## config.mk

```make
export PLATFORM = sky130hd
export DESIGN_NAME = kmp_dna_stream_matcher_flat
export DESIGN_NICKNAME = d
export VERILOG_FILES = /design/src/kmp_pkg.sv /design/src/kmp_cfg_if.sv /design/src/kmp_sym_if.sv /design/src/kmp_res_if.sv /design/src/kmp_dna_stream_matcher.sv /design/src/kmp_cfg_regs.sv /design/src/kmp_fail_table.sv /design/src/kmp_cmp_unit.sv /design/src/flat_wrapper.sv
export SDC_FILE = /design/constraint.sdc
export NUM_CORES = 1
export LEC_CHECK = 0
export ABC_AREA = 1
export BUFFER_PORTS_ARGS = -buffer_cell sky130_fd_sc_hd__buf_4
export CAP_MARGIN = 20
export CELL_PAD_IN_SITES_DETAIL_PLACEMENT = 0
export CELL_PAD_IN_SITES_GLOBAL_PLACEMENT = 2
export CORE_UTILIZATION = 37
export CTS_CLUSTER_DIAMETER = 80
export DETAILED_ROUTE_END_ITERATION = 10
export PLACE_DENSITY = 0.88
export SYNTH_ARGS = -nofsm -noshare
export SYNTH_HDL_FRONTEND = slang
export SYNTH_SLANG_ARGS = --single-unit
```

## constraint.sdc

```tcl
create_clock -name clk -period 5.3 [get_ports clk]
set_input_delay 0.265 -clock clk [delete_from_list [all_inputs] [get_ports clk]]
set_output_delay 0.265 -clock clk [all_outputs]
set_load 0.02 [all_outputs]
```

## src/kmp_pkg.sv

```systemverilog
// kmp_pkg: shared types and constants for the streaming kmp dna matcher
// no dependencies; compiled first
`timescale 1ns / 1ps
`default_nettype none

package kmp_pkg;

	localparam int SYM_W     = 2;
	localparam int PAT_W     = 64;
	localparam int LEN_W     = 6;
	localparam int START_W   = 32;
	localparam int CMP_W     = 48;
	localparam int CFG_IDX_W = 1;
	localparam int CFG_DAT_W = 64;

	localparam logic [CFG_IDX_W-1:0] REG_PATTERN_SYMBOLS = 1'd0;
	localparam logic [CFG_IDX_W-1:0] REG_PATTERN_LENGTH  = 1'd1;

	typedef enum logic [1:0] {
		ST_IDLE,
		ST_BUILD,
		ST_SEARCH
	} state_t;

	typedef struct packed {
		logic [PAT_W-1:0] pattern;
		logic [LEN_W-1:0] length;
	} cfg_t;

endpackage

`default_nettype wire

```

## src/kmp_cfg_if.sv

```systemverilog
// kmp_cfg_if: configuration write channel (index and data)
// depends on kmp_pkg
`timescale 1ns / 1ps
`default_nettype none

interface kmp_cfg_if;
	logic                           valid;
	logic                           ready;
	logic [kmp_pkg::CFG_IDX_W-1:0]  index;
	logic [kmp_pkg::CFG_DAT_W-1:0]  data;

	modport source (output valid, output index, output data, input ready);
	modport sink   (input valid, input index, input data, output ready);
endinterface

`default_nettype wire

```

## src/kmp_sym_if.sv

```systemverilog
// kmp_sym_if: text symbol input channel
// depends on kmp_pkg
`timescale 1ns / 1ps
`default_nettype none

interface kmp_sym_if;
	logic                       valid;
	logic                       ready;
	logic [kmp_pkg::SYM_W-1:0]  symbol;
	logic                       first;

	modport source (output valid, output symbol, output first, input ready);
	modport sink   (input valid, input symbol, input first, output ready);
endinterface

`default_nettype wire

```

## src/kmp_res_if.sv

```systemverilog
// kmp_res_if: per-symbol result channel
// depends on kmp_pkg
`timescale 1ns / 1ps
`default_nettype none

interface kmp_res_if;
	logic                         valid;
	logic                         ready;
	logic                         match;
	logic [kmp_pkg::START_W-1:0]  match_start;
	logic [kmp_pkg::CMP_W-1:0]    comparisons_total;

	modport source (output valid, output match, output match_start,
		output comparisons_total, input ready);
	modport sink   (input valid, input match, input match_start,
		input comparisons_total, output ready);
endinterface

`default_nettype wire

```

## src/kmp_dna_stream_matcher.sv

```systemverilog
// kmp_dna_stream_matcher: streaming kmp matcher over 2-bit dna symbols
// depends on kmp_pkg, kmp_*_if, kmp_cfg_regs, kmp_fail_table, kmp_cmp_unit
//
// channel   dir   payload                                      accepted when
// cfg       in    index, data                                  valid & ready
// text      in    symbol, first                                valid & ready
// result    out   match, match_start, comparisons_total        valid & ready
//
// one comparison per cycle through a single shared comparator
// symbol: accepted in idle, then one search compare per fallback plus a final compare
// first symbol adds a table rebuild in the build state before search
// text is not ready while a symbol is in flight; a stalled result holds search
// reset clears latched pattern to zeros, length 1, failure table to zeros
`timescale 1ns / 1ps
`default_nettype none

module kmp_dna_stream_matcher #(
	parameter int MAX_PATTERN    = 32,
	parameter int POSITION_WIDTH = 32
) (
	input  wire logic clk,
	input  wire logic arst_n,
	kmp_cfg_if.sink   cfg,
	kmp_sym_if.sink   text,
	kmp_res_if.source result
);

	localparam int IW = (MAX_PATTERN > 1) ? $clog2(MAX_PATTERN) : 1;
	localparam int QW = $clog2(MAX_PATTERN + 1);
	localparam int PW = POSITION_WIDTH;
	localparam int SW = kmp_pkg::START_W;
	localparam int LW = kmp_pkg::LEN_W;

	kmp_pkg::state_t state_q, state_d;
	kmp_pkg::cfg_t   regs;

	logic [kmp_pkg::SYM_W-1:0] sym_q;
	logic [kmp_pkg::PAT_W-1:0] pat_q;
	logic [QW-1:0]             len_q;
	logic [QW-1:0]             q_q;
	logic [QW-1:0]             bk_q;
	logic [QW-1:0]             bq_q;
	logic [PW-1:0]             pos_q;
	logic [kmp_pkg::CMP_W-1:0] cnt_q;

	logic                      res_valid_q;
	logic                      res_match_q;
	logic [SW-1:0]             res_start_q;
	logic [kmp_pkg::CMP_W-1:0] res_cmp_q;

	logic                      eq;
	logic [IW-1:0]             idx_a;
	logic [QW-1:0]             rd_idx;
	logic [QW-1:0]             tbl_rd;
	logic [QW-1:0]             bk_next;
	logic [QW-1:0]             q_next;
	logic                      hit;
	logic                      fallback;
	logic                      out_free;
	logic [kmp_pkg::CMP_W-1:0] cnt_inc;
	logic [kmp_pkg::CMP_W-1:0] cnt_fin;
	logic [LW-1:0]             eff_len;
	logic [PW-1:0]             start_pw;

	logic text_ready;
	logic ld_item;
	logic bld_fall;
	logic bld_adv;
	logic srch_fall;
	logic srch_fin;

	kmp_cfg_regs u_cfg (
		.clk    (clk),
		.arst_n (arst_n),
		.cfg    (cfg),
		.regs   (regs)
	);

	kmp_cmp_unit #(.IW(IW)) u_cmp (
		.pattern  (pat_q),
		.idx_a    (idx_a),
		.idx_b    (bq_q[IW-1:0]),
		.text_sym (sym_q),
		.sel_text (state_q != kmp_pkg::ST_BUILD),
		.eq       (eq)
	);

	kmp_fail_table #(.DEPTH(MAX_PATTERN), .AW(IW), .DW(QW)) u_tbl (
		.clk    (clk),
		.arst_n (arst_n),
		.we     (bld_adv),
		.waddr  (bq_q[IW-1:0]),
		.wdata  (bk_next),
		.raddr  (rd_idx[IW-1:0]),
		.rdata  (tbl_rd)
	);

	// datapath terms
	always_comb begin
		idx_a    = (state_q == kmp_pkg::ST_BUILD) ? bk_q[IW-1:0] : q_q[IW-1:0];
		fallback = (q_q != '0) && !eq;
		if (state_q == kmp_pkg::ST_BUILD) begin
			rd_idx = bk_q - QW'(1);
		end else if (fallback) begin
			rd_idx = q_q - QW'(1);
		end else begin
			rd_idx = q_q;
		end
		bk_next  = bk_q + QW'(eq);
		q_next   = q_q + QW'(eq);
		hit      = (q_next == len_q);
		out_free = !res_valid_q || result.ready;
		cnt_inc  = (&cnt_q) ? cnt_q : cnt_q + kmp_pkg::CMP_W'(1);
		// a finish at a nonzero state counts the loop compare and the final one
		if (q_q == '0) begin
			cnt_fin = cnt_inc;
		end else if (&cnt_q[kmp_pkg::CMP_W-1:1]) begin
			cnt_fin = '1;
		end else begin
			cnt_fin = cnt_q + kmp_pkg::CMP_W'(2);
		end
		start_pw = pos_q + PW'(1) - PW'(len_q);
		if (regs.length == '0) begin
			eff_len = LW'(1);
		end else if (regs.length > LW'(MAX_PATTERN)) begin
			eff_len = LW'(MAX_PATTERN);
		end else begin
			eff_len = regs.length;
		end
	end

	always_ff @(posedge clk or negedge arst_n) begin
		if (!arst_n) begin
			state_q <= kmp_pkg::ST_IDLE;
		end else begin
			state_q <= state_d;
		end
	end

	always_comb begin
		state_d    = state_q;
		text_ready = 1'b0;
		ld_item    = 1'b0;
		bld_fall   = 1'b0;
		bld_adv    = 1'b0;
		srch_fall  = 1'b0;
		srch_fin   = 1'b0;
		case (state_q)
			kmp_pkg::ST_IDLE: begin
				text_ready = 1'b1;
				if (text.valid) begin
					ld_item = 1'b1;
					state_d = text.first ? kmp_pkg::ST_BUILD : kmp_pkg::ST_SEARCH;
				end
			end
			kmp_pkg::ST_BUILD: begin
				if (bq_q >= len_q) begin
					state_d = kmp_pkg::ST_SEARCH;
				end else if ((bk_q != '0) && !eq) begin
					bld_fall = 1'b1;
				end else begin
					bld_adv = 1'b1;
				end
			end
			kmp_pkg::ST_SEARCH: begin
				if (fallback) begin
					srch_fall = 1'b1;
				end else if (out_free) begin
					srch_fin = 1'b1;
					state_d  = kmp_pkg::ST_IDLE;
				end
			end
			default: state_d = kmp_pkg::ST_IDLE;
		endcase
	end

	assign text.ready = text_ready;

	// item and match state
	always_ff @(posedge clk or negedge arst_n) begin
		if (!arst_n) begin
			pat_q <= '0;
			len_q <= QW'(1);
			q_q   <= '0;
			bk_q  <= '0;
			bq_q  <= '0;
			pos_q <= '0;
			cnt_q <= '0;
		end else begin
			if (ld_item && text.first) begin
				pat_q <= regs.pattern;
				len_q <= QW'(eff_len);
				q_q   <= '0;
				bk_q  <= '0;
				bq_q  <= QW'(1);
				pos_q <= '0;
				cnt_q <= '0;
			end
			if (bld_fall) begin
				bk_q <= tbl_rd;
			end
			if (bld_adv) begin
				bk_q <= bk_next;
				bq_q <= bq_q + QW'(1);
			end
			if (srch_fall) begin
				q_q   <= tbl_rd;
				cnt_q <= cnt_inc;
			end
			if (srch_fin) begin
				q_q   <= hit ? tbl_rd : q_next;
				cnt_q <= cnt_fin;
				pos_q <= pos_q + PW'(1);
			end
		end
	end

	always_ff @(posedge clk) begin
		if (ld_item) begin
			sym_q <= text.symbol;
		end
		if (srch_fin) begin
			res_match_q <= hit;
			res_start_q <= hit ? SW'(start_pw) : '0;
			res_cmp_q   <= cnt_fin;
		end
	end

	// result word register
	always_ff @(posedge clk or negedge arst_n) begin
		if (!arst_n) begin
			res_valid_q <= 1'b0;
		end else if (srch_fin) begin
			res_valid_q <= 1'b1;
		end else if (result.ready) begin
			res_valid_q <= 1'b0;
		end
	end

	assign result.valid             = res_valid_q;
	assign result.match             = res_match_q;
	assign result.match_start       = res_start_q;
	assign result.comparisons_total = res_cmp_q;

endmodule

`default_nettype wire

```

## src/kmp_cfg_regs.sv

```systemverilog
// kmp_cfg_regs: pattern and length registers behind the config channel
// depends on kmp_pkg, kmp_cfg_if
`timescale 1ns / 1ps
`default_nettype none

module kmp_cfg_regs (
	input  wire logic       clk,
	input  wire logic       arst_n,
	kmp_cfg_if.sink         cfg,
	output kmp_pkg::cfg_t   regs
);

	kmp_pkg::cfg_t regs_q;

	assign cfg.ready = 1'b1;
	assign regs      = regs_q;

	always_ff @(posedge clk or negedge arst_n) begin
		if (!arst_n) begin
			regs_q.pattern <= '0;
			regs_q.length  <= kmp_pkg::LEN_W'(1);
		end else if (cfg.valid) begin
			case (cfg.index)
				kmp_pkg::REG_PATTERN_SYMBOLS: regs_q.pattern <= cfg.data;
				kmp_pkg::REG_PATTERN_LENGTH:  regs_q.length  <= cfg.data[kmp_pkg::LEN_W-1:0];
				default: ;
			endcase
		end
	end

endmodule

`default_nettype wire

```

## src/kmp_fail_table.sv

```systemverilog
// kmp_fail_table: failure table storage, one write and one read per cycle
// no package dependencies
`timescale 1ns / 1ps
`default_nettype none

module kmp_fail_table #(
	parameter int DEPTH = 32,
	parameter int AW    = 5,
	parameter int DW    = 6
) (
	input  wire logic          clk,
	input  wire logic          arst_n,
	input  wire logic          we,
	input  wire logic [AW-1:0] waddr,
	input  wire logic [DW-1:0] wdata,
	input  wire logic [AW-1:0] raddr,
	output logic      [DW-1:0] rdata
);

	logic [DW-1:0] entry_q [DEPTH];

	assign rdata = entry_q[raddr];

	always_ff @(posedge clk or negedge arst_n) begin
		if (!arst_n) begin
			for (int i = 0; i < DEPTH; i++) begin
				entry_q[i] <= '0;
			end
		end else if (we) begin
			entry_q[waddr] <= wdata;
		end
	end

endmodule

`default_nettype wire

```

## src/kmp_cmp_unit.sv

```systemverilog
// kmp_cmp_unit: shared symbol comparator for table build and text search
// depends on kmp_pkg
`timescale 1ns / 1ps
`default_nettype none

module kmp_cmp_unit #(
	parameter int IW = 5
) (
	input  wire logic [kmp_pkg::PAT_W-1:0] pattern,
	input  wire logic [IW-1:0]             idx_a,
	input  wire logic [IW-1:0]             idx_b,
	input  wire logic [kmp_pkg::SYM_W-1:0] text_sym,
	input  wire logic                      sel_text,
	output logic                           eq
);

	logic [kmp_pkg::SYM_W-1:0] sym_a;
	logic [kmp_pkg::SYM_W-1:0] sym_b;

	always_comb begin
		sym_a = pattern[{idx_a, 1'b0} +: kmp_pkg::SYM_W];
		sym_b = sel_text ? text_sym : pattern[{idx_b, 1'b0} +: kmp_pkg::SYM_W];
		eq    = (sym_a == sym_b);
	end

endmodule

`default_nettype wire

```

## src/flat_wrapper.sv

```systemverilog
// flat-port wrapper written by rule: the top's interface ports become plain ports
module kmp_dna_stream_matcher_flat 
#(
	parameter int MAX_PATTERN    = 32,
	parameter int POSITION_WIDTH = 32
)
  (clk, arst_n, cfg_valid, cfg_index, cfg_data, cfg_ready, text_valid, text_symbol, text_first, text_ready, result_valid, result_match, result_match_start, result_comparisons_total, result_ready);
  kmp_cfg_if cfg_i ();
  kmp_sym_if text_i ();
  kmp_res_if result_i ();
  input  wire logic clk;
  input  wire logic arst_n;
  input wire logic [$bits(cfg_i.valid)-1:0] cfg_valid;
  input wire logic [$bits(cfg_i.index)-1:0] cfg_index;
  input wire logic [$bits(cfg_i.data)-1:0] cfg_data;
  output wire logic [$bits(cfg_i.ready)-1:0] cfg_ready;
  input wire logic [$bits(text_i.valid)-1:0] text_valid;
  input wire logic [$bits(text_i.symbol)-1:0] text_symbol;
  input wire logic [$bits(text_i.first)-1:0] text_first;
  output wire logic [$bits(text_i.ready)-1:0] text_ready;
  output wire logic [$bits(result_i.valid)-1:0] result_valid;
  output wire logic [$bits(result_i.match)-1:0] result_match;
  output wire logic [$bits(result_i.match_start)-1:0] result_match_start;
  output wire logic [$bits(result_i.comparisons_total)-1:0] result_comparisons_total;
  input wire logic [$bits(result_i.ready)-1:0] result_ready;
  assign cfg_i.valid = cfg_valid;
  assign cfg_i.index = cfg_index;
  assign cfg_i.data = cfg_data;
  assign cfg_ready = cfg_i.ready;
  assign text_i.valid = text_valid;
  assign text_i.symbol = text_symbol;
  assign text_i.first = text_first;
  assign text_ready = text_i.ready;
  assign result_valid = result_i.valid;
  assign result_match = result_i.match;
  assign result_match_start = result_i.match_start;
  assign result_comparisons_total = result_i.comparisons_total;
  assign result_i.ready = result_ready;
  kmp_dna_stream_matcher #(.MAX_PATTERN(MAX_PATTERN), .POSITION_WIDTH(POSITION_WIDTH)) u_core (.clk(clk), .arst_n(arst_n), .cfg(cfg_i), .text(text_i), .result(result_i));
endmodule
```

==> results of run 1 <==
==> layout by cell type (no fill, tap or decap), types with 26 or more instances in the layout <==
cell type / n
sky130_fd_sc_hd__xor2_1: 105
sky130_fd_sc_hd__dfrtp_1: 431
sky130_fd_sc_hd__o211ai_1: 37
sky130_fd_sc_hd__nand2_1: 988
sky130_fd_sc_hd__buf_4: 201
sky130_fd_sc_hd__edfxtp_1: 83
sky130_fd_sc_hd__nand3_1: 345
sky130_fd_sc_hd__nor3_1: 36
sky130_fd_sc_hd__ha_1: 26
sky130_fd_sc_hd__o21ai_0: 337
sky130_fd_sc_hd__dlygate4sd3_1: 72
sky130_fd_sc_hd__a21oi_1: 115
sky130_fd_sc_hd__inv_1: 353
sky130_fd_sc_hd__clkbuf_16: 59
sky130_fd_sc_hd__nor2_1: 231
==> worst register-to-register path, stage by stage, from the launching register on <==
cell,delay [ns]
sky130_fd_sc_hd__dfrtp_1,0.46
sky130_fd_sc_hd__nand2_4,0.32
sky130_fd_sc_hd__nand2_2,0.18
sky130_fd_sc_hd__nand2_4,0.25
sky130_fd_sc_hd__buf_4,0.25
sky130_fd_sc_hd__nand2_1,0.06
sky130_fd_sc_hd__o21ai_1,0.07
sky130_fd_sc_hd__nand2_1,0.06
sky130_fd_sc_hd__nand3_1,0.10
sky130_fd_sc_hd__nand3_1,0.08
sky130_fd_sc_hd__nand3_1,0.10
sky130_fd_sc_hd__nand2_1,0.07
sky130_fd_sc_hd__nand2_1,0.05
sky130_fd_sc_hd__nand2_1,0.05
sky130_fd_sc_hd__nand2_2,0.15
sky130_fd_sc_hd__inv_1,0.08
sky130_fd_sc_hd__ha_1,0.22
sky130_fd_sc_hd__ha_1,0.33
sky130_fd_sc_hd__or2_2,0.30
sky130_fd_sc_hd__a2111oi_0,0.36
sky130_fd_sc_hd__nand3_1,0.18
sky130_fd_sc_hd__nor2_4,0.24
sky130_fd_sc_hd__buf_4,0.32
sky130_fd_sc_hd__o21ai_0,0.14
sky130_fd_sc_hd__a21oi_1,0.19
==> final cells by class <==
class                      count  share of cell area, %
inverter                     368                  4.321
timing repair inverter         1                0.02338
clock inverter                14                 0.3585
timing repair buffer         282                  7.513
antenna                        1               0.007793
tap                          959                  3.737
clock buffer                  93                  5.650
sequential                   516                  41.52
multi-input combinational   2417                  36.87
==> power breakdown <==
part / internal, W / switching [W] / leakage (nW)
registers: 0.00522 / 0.000696 / 6.46
clock network: 0.00238 / 0.00167 / 0.949
logic: 0.00339 / 0.00793 / 7.02
==> path summary, 6_finish.rpt <==
| check | cells after the start | endpoint |
|---|---|---|
| max in group asynchronous | 3 | u_core.cnt_q[20] |
| worst min-delay path | 3 | u_core.state_q[1] |
| worst min register to register | 2 | u_core.u_tbl.entry_q[173] |
| min in group asynchronous | 2 | u_core.u_cfg.regs[41] |
| worst max-delay path | 24 | u_core.result.match_start[25] |
| worst max register to register | 24 | u_core.result.match_start[25] |
==> state kept, by name (all words and copies together) (netlist names) <==
signal / count
u_core.bk_q: 6
u_core.bq_q: 6
u_core.cnt_q: 48
u_core.len_q: 6
u_core.pat_q: 64
u_core.pos_q: 32
u_core.q_q: 6
u_core.result.comparisons_total: 48
u_core.result.match: 1
u_core.result.match_start: 32
u_core.result.valid: 1
u_core.state_q: 2
u_core.sym_q: 2
u_core.u_cfg.regs: 70
u_core.u_tbl.entry_q: 192
==> logic make-up after synthesis <==
family,Yosys count,synth area share [%]
other,1,0.01373
and+or+nand+nor,1689,26.14
AOI/OAI and AO/OA,575,11.66
adders and majority gates,27,1.264
DFF,516,48.79
muxes,14,0.5771
xor gates and xnor gates,111,3.558
buffers and inverters,544,7.987
==> metal layers <==
layer	vias up	global-route usage [%]	routed length, um
met4	0	4.410	1259
met3	85	2.711	3390
met5	-	0	0
li1	11690	-	-
met1	11260	31.71	39360
met2	500	34.95	37580
==> metrics by stage <==
step / utilization [%] / cell area, um^2 / setup slack, ns / hold WS (ns) / total power [W]
final: 44.01 / 32110 / 0.5149 / 0.05492 / 0.02128
after global routing: 44.01 / 32110 / 0.05381 / 0.05985 / 0.02296
after CTS: 43.90 / 32030 / 0.4605 / 0.02025 / 0.02140
after detailed placement: 40.27 / 29380 / 0.4754 / 0.3173 / 0.01726
after global placement: 40.27 / 29380 / 0.4696 / 0.3129 / 0.01723
after floorplan: - / 27320 / 0.4946 / -0.03059 / 0.01350
==> what timing repair did <==
| action | 4_1_cts | 5_1_grt |
|---|---|---|
| endpoints found under the hold margin | 157 | 0 |
| buffers inserted | 0 | 3 |
| hold buffers | 72 | 0 |
| resized for setup | 0 | 6 |
| setup endpoints to repair | 0 | 6 |
==> results by stage, run 1 <==
Routing:
- After detailed routing, the average wire length per cell comes to around 18 um.
- The final antenna-violating net count is 0.
- The count of vias placed by the detailed router is about 24,000.
- After detailed routing, the number of remaining DRC violations is 0.
- Using the TritonRoute via totals, the vias-per-cell ratio works out to just over 5.
- The first TritonRoute pass finished after 6 iterations.
- The first routing iteration left 1,835 violations.
- Wires add up to just over 80,000 um.

Worst setup path:
- The critical path required time is 5.75 ns.
- The critical path in this run is classified as reg2reg.
- The maximum net fanout on the critical path is 26.
- STA classifies the critical path endpoint as a flip-flop.
- In this design, the critical path's most frequently occurring cell is sky130_fd_sc_hd__nand2_1.
- Setup slack on the worst reg-to-reg path comes out at between 0.5 and 0.6 ns.
- The arrival time of data at the critical path endpoint is between 5 and 6 ns.
- STA classifies the critical path startpoint as a flip-flop.
- Counting both buffers and inverters, the worst setup path holds a total of 3.
- The startpoint of the worst register-to-register path is u_core.state_q[0].
- The largest delay contributor family on the critical path is simple AND/OR/NAND/NOR gates.
- On the critical path, the stage with the largest delay is an instance of sky130_fd_sc_hd__dfrtp_1.
- On the worst path, the slowest cell contributes a delay of 0.46 ns.
- Walking the worst path, the cells encountered are nand2_4 > nand2_2 > nand2_4 > buf_4 > nand2_1 > o21ai_1 > nand2_1 > nand3_1 > nand3_1 > nand3_1 > nand2_1 > nand2_1 > nand2_1 > nand2_2 > inv_1 > ha_1 > ha_1 > or2_2 > a2111oi_0 > nand3_1 > nor2_4 > buf_4 > o21ai_0 > a21oi_1.
- The worst setup path startpoint is u_core.state_q[0].

Place:
- The congestion estimate from routability-driven global placement came to roughly 0.86.
- Input and output buffers added on the ports amount to about 160.
- After detailed placement, the design holds a cell count of approximately 4,500.
- The final HPWL from detailed placement is between 50,000 and 60,000 um.

GRT:
- The total global-route track usage is ~22%.
- The number of antenna violations at the first check in global routing was 1.
- Entering global routing, the biggest net connects ~150 pins.
- The via count of the first global-routing pass is about 23,000.
- The total overflow left after global routing is 0.
- The global-route wire length before repair is approximately 130,000 um.

Hold path:
- In this run the most critical hold path is launched from text_valid.
- The path type of the worst min-delay path is in2reg.

Synthesis:
- Yosys mapped a number of flops with a built-in enable equal to a little over 80.
- Counting every instance in the synthesized netlist gives roughly 3,500.
- The mapped netlist covers around 27,000 um^2.
- Synthesis produced a netlist with a net count of around 3,600.
- The predominant post-synthesis flop cell is sky130_fd_sc_hd__dfrtp_1.
- The share of synthesized registers carrying an async set or reset is between 80% and 90%.
- The synthesized design spends more area on one cell type than any other, namely sky130_fd_sc_hd__dfrtp_1.
- After synthesis, flip-flops and latches occupy roughly half of the total area.
- After synthesis, the mean cell area works out to roughly 8 um^2.
- By instance count, the leading cell after synthesis is sky130_fd_sc_hd__nand2_1.
- Yosys printed 0 warnings.
- Ranked by instance count, the synthesized netlist is headed by sky130_fd_sc_hd__nand2_1, sky130_fd_sc_hd__dfrtp_1, sky130_fd_sc_hd__inv_1.
- The synthesis-stage register bit count is between 500 and 600.
- The number of different library cells used by synthesis comes to 63.
- By area the synthesized netlist is led by sky130_fd_sc_hd__dfrtp_1, sky130_fd_sc_hd__nand2_1, sky130_fd_sc_hd__edfxtp_1.
- The portion of synthesized cell area occupied by the leading cell type is 39.48%.

Timing:
- Subtracting the final worst setup slack from the clock period gives 4.785 ns.
- Setup repair after global routing left no endpoint under its margin.
- The final setup skew is ~0.021 ns.
- For the final routed database, the setup TNS stands at 0 ns.
- The worst path uses about 90% of the clock period.
- The maximum operating frequency is approximately 210 MHz.
- The tightest slew margin relative to the limit is around a third.
- For the pin with the worst max-slew slack, the measured transition is about 1 ns.
- Setup violations remaining at the end of the flow were counted as 0.
- The final-report max-slew violation count came to 0.
- The hold violation count in the final report was 0.

CTS:
- The number of buffers created by CTS is 57.
- The root buffer cell is sky130_fd_sc_hd__clkbuf_16.
- The H-tree level count is 2.
- The worst-skew pair later-pin latency is about 0.63 ns.
- The clock passes through at most 3 buffers.
- The number of clock sinks is slightly above 500.
- The clock tree from TritonCTS is done.
- Clock-pin slew was measured on the worst setup and hold paths at ~0.060 ns.

Power:
- For this design the static power due to leakage is approximately 14 nW.
- IR analysis of the VDD net gives a maximum drop of roughly 0.0006 V.
- Dividing total power by cell area gives a power density of roughly 660 nW/um^2.

Floorplan:
- The height of the chip is ~270 um.
- The die covers between 70,000 and 80,000 um^2.
- The core area is 72,960 um^2.
- In this run the count of I/O pins placed on the die edge is about 160.
- Row generation in the floorplan step produced between 90 and 100 rows.
- The die is 273.7 um wide.
- The initial core utilization is a little under two fifths.

Status:
- The run finished with clean final reports.

Run:
- The max-cap violation count is 0.

Layout:
- Fill cells in the final layout number between 7,000 and 8,000.
- Cells with a size suffix above 1 make up about a tenth of the layout.
- The count of cells in the finished layout, fillers not included, comes to ~4,700.
- The area growth from synthesis to layout is 17.53%.
- The net count reported at finish is approximately 3,700.
- The sequential cells in the finished layout cover a total of ~13,000 um^2.
- The area of combinational cells with multiple inputs is between 10,000 and 15,000 um^2.
Power figures use the tool's default switching activity.
==> run 2, diff against run 1 <==
==> constraint.sdc (replaced) <==
create_clock -name clk -period 4.47 [get_ports clk]
set_input_delay 0.2235 -clock clk [delete_from_list [all_inputs] [get_ports clk]]
set_output_delay 0.2235 -clock clk [all_outputs]
set_load 0.02 [all_outputs]
==> results by stage, run 2 (same netlist as run 1, synthesis figures left out) <==
Status:
- The run finished with clean final reports.

Timing:
- The period utilization is slightly above 90%.
- Setup repair after global routing left no endpoint under its margin.
- The hold violation count in the final report was 0.
- The final critical-path required period is 4.106 ns.
- The final count of negative-setup-slack endpoints is 0.
- The total negative slack for setup checks is 0 ns.
- The final setup skew is roughly 0.032 ns.
- The final-report max-slew violation count is 0.
- In this run the tightest slew margin relative to its limit is 37.37%.
- Static timing analysis puts the maximum clock frequency at 243.5 MHz.
- The actual transition at the worst max-transition pin is 0.9336 ns.

GRT:
- The total congestion overflow is 0.
- The via count of the first global-routing pass was 22,970.
- The first global-routing pass estimated ~130,000 um of wire.
- The number of antenna violations at the first check in global routing was 0.
- The pin count of the biggest net entering global routing is 99.
- In the global route stage, overall resource usage came out at between 20 and 25%.

Power:
- Of the total power, the share spent switching nets is 48.43%.
- The clock network fraction of total power is 18.9%.
- The sequential group share of total power is between 20% and 30%.
- The areal power density over the cells is ~800 nW/um^2.
- In this run the power spent charging and discharging nets is roughly 0.013 W.
- The design draws ~0.026 W.
- The internal power of the cells totals about 0.013 W.
- The leakage dissipation is about 15 nW.
- Across the VDD grid, the largest voltage drop is around 0.00085 V.
- Combinational logic is responsible for 53.9% of the overall power.

Layout:
- The final core utilization is 44.50%.
- In the layout the commonest cells are sky130_fd_sc_hd__nand2_1, sky130_fd_sc_hd__dfrtp_1, sky130_fd_sc_hd__inv_1, sky130_fd_sc_hd__nand3_1, sky130_fd_sc_hd__o21ai_0.
- The post-route netlist has between 10 and 15% of its cells at a drive strength greater than 1.
- The repair_antennas step left the layout with diodes totalling 0.
- The net count reported at finish is roughly 3,800.
- The register with the most flip-flops in the layout has between 150 and 200 of them.
- The largest register by flop count is u_core.u_tbl.entry_q.
- Leaving out fill and tap cells, the most frequent cell in the layout is sky130_fd_sc_hd__nand2_1.
- The area growth from synthesis to layout is 18.85%.

CTS:
- In this run, CTS created clock tree buffers numbering 56.
- The worst-skew pair later-pin latency is between 0.6 and 0.7 ns.
- The H-tree was split into 2 levels.
- Counting along the longest clock path gives a buffer depth of 3.
- After clock tree synthesis, the clock-pin slew on the worst setup and hold paths is roughly 0.07 ns.
- The number of clock sinks is between 500 and 600.
- CTS placed an instance of sky130_fd_sc_hd__clkbuf_16 at the clock tree root.
- TritonCTS built the clock tree.

Routing:
- The ratio of routed vias to standard cells is about 5.
- The final antenna-violating net count is 0.
- The routed length per placed instance is about 18 um.
- The detailed router finished its first iteration with about 1,800 violations.
- The routed wire length is 82,050 um.
- The number of iterations in the first detailed-routing pass is 6.
- For this run, design rule violations remaining after detail routing come to 0.
- The count of vias placed by the detailed router is 23,450.

Floorplan:
- The core region is approximately 73,000 um^2.
- The floorplan step set the die width to ~270 um.
- Pin placement for this block handled ~160 I/O pins.
- The height of the chip is about 270 um.
- The total number of placement rows is 99.
- The floorplan step defined a die boundary enclosing between 70,000 and 80,000 um^2.
- Once the floorplan was initialized, standard cells occupied 37.45% of the core.

Place:
- The final weighted congestion in routability-driven placement is 0.8872.
- The wire-length estimate of the detail-placed layout is approximately 55,000 um.
- During placement, the flow inserted port buffers numbering 155.

Hold path:
- The path type of the worst min-delay path is in2reg.

Worst setup path:
- The capturing element type of the critical path is a flip-flop.
- STA classifies the critical path startpoint as a flip-flop.
- The critical path required time is 4.98 ns.
- STA puts the critical path data arrival time at around 4.6 ns.
- The register-to-register setup slack is around 0.36 ns.
- In this run the worst path has a maximum fanout of 20.
- The worst setup path category is reg2reg.

Run:
- The max-cap violation count is 0.
[run 2: changes by cell type in the layout (fill, tap and decap cells not counted), moves of 4 or more]
cell                         previous run  this run
sky130_fd_sc_hd__buf_4                201       226
sky130_fd_sc_hd__clkbuf_1              13         2
sky130_fd_sc_hd__clkbuf_8              21        11
sky130_fd_sc_hd__clkinvlp_4             5        11
sky130_fd_sc_hd__bufinv_16              1         6
sky130_fd_sc_hd__clkinv_4               1         6
sky130_fd_sc_hd__buf_12                 7        11
sky130_fd_sc_hd__clkinv_2               6        10
[run 2: what timing repair did]
item                                   in CTS  in global routing
pin swaps                                   0                  5
buffers inserted                            2                  8
gates cloned                                1                  3
gates resized for setup                     5                 15
setup endpoints to repair                   2                 39
endpoints found under the hold margin     172                  0
hold buffers                               70                  0
[run 2: metal layers]
| layer | track usage (%) | vias to the layer above | part of all wire [%] |
|---|---|---|---|
| met3 | 2.632 | 108 | 4.0 |
| met4 | 4.734 | 0 | 1.8 |
| met2 | 35.59 | 490 | 47 |
| met1 | 31.82 | 11100 | 48 |
| li1 | - | 11750 | - |
| met5 | 0 | - | 0 |
[run 2: worst paths after layout]
| kind | depth (start not counted) | startpoint | to |
|---|---|---|---|
| min in group asynchronous | 2 | arst_n | u_core.u_cfg.regs[41] |
| hold reg to reg | 2 | u_core.u_cfg.regs[7] | u_core.pat_q[1] |
| setup / recovery | 26 | u_core.state_q[1] | u_core.q_q[5] |
| setup reg to reg | 26 | u_core.state_q[1] | u_core.q_q[5] |
| hold / removal | 4 | cfg_index | u_core.u_cfg.regs[0] |
| max in group asynchronous | 3 | arst_n | u_core.u_tbl.entry_q[78] |
[run 2: worst max-delay path, cell delays in order, from the launching register on]
cell	delay (ns)
sky130_fd_sc_hd__dfrtp_1	0.39
sky130_fd_sc_hd__inv_2	0.13
sky130_fd_sc_hd__nand3_2	0.15
sky130_fd_sc_hd__nand2_2	0.18
sky130_fd_sc_hd__clkbuf_16	0.21
sky130_fd_sc_hd__nand2_1	0.07
sky130_fd_sc_hd__nand3_1	0.08
sky130_fd_sc_hd__nand3_1	0.08
sky130_fd_sc_hd__nand3_1	0.12
sky130_fd_sc_hd__nand3_1	0.10
sky130_fd_sc_hd__nand2_1	0.10
sky130_fd_sc_hd__nand2_1	0.05
sky130_fd_sc_hd__nand2_1	0.07
sky130_fd_sc_hd__nand2_2	0.11
sky130_fd_sc_hd__inv_1	0.11
sky130_fd_sc_hd__ha_2	0.22
sky130_fd_sc_hd__ha_4	0.21
sky130_fd_sc_hd__or2_2	0.30
sky130_fd_sc_hd__a2111oi_2	0.30
sky130_fd_sc_hd__nand3_1	0.17
sky130_fd_sc_hd__nor2_4	0.26
sky130_fd_sc_hd__clkinvlp_4	0.13
sky130_fd_sc_hd__buf_4	0.18
sky130_fd_sc_hd__nand3_1	0.10
sky130_fd_sc_hd__nand3_1	0.08
sky130_fd_sc_hd__nand2_1	0.07
sky130_fd_sc_hd__nand2_1	0.04
[run 2: through the flow]
step / hold slack [ns] / instance area [um^2] / setup slack (ns) / std cells
final: 0.1101 / 32470 / 0.3638 / 4679
after global routing: 0.1781 / 32470 / 0.02427 / 4679
after CTS: 0.07576 / 32290 / 0.0002571 / 4668
after detailed placement: 0.3263 / 29600 / 0.001518 / 4490
after global placement: 0.3281 / 29600 / 0.07748 / 4490
after floorplan: -0.07209 / 27320 / 0.6105 / 3477
[run 2: area by class of cell]
class,count,area (um^2)
clock buffer,69,1560
clock inverter,36,391.6
fill,7265,40490
inverter,368,1388
multi-input combinational,2418,11880
sequential,516,13330
tap,959,1200
timing repair buffer,312,2709
timing repair inverter,1,7.507
[run 2: power groups by stage]
| stage | Sequential [W] | Clock (W) | Combinational [W] |
|---|---|---|---|
| final | 0.00703 | 0.00488 | 0.0139 |
| after global routing | 0.00718 | 0.00519 | 0.0154 |
| after CTS | 0.00703 | 0.00501 | 0.0138 |
| after detailed placement | 0.00710 | 0 | 0.0137 |
| after global placement | 0.00712 | 0 | 0.0137 |
| after floorplan | 0.00719 | 0 | 0.00880 |
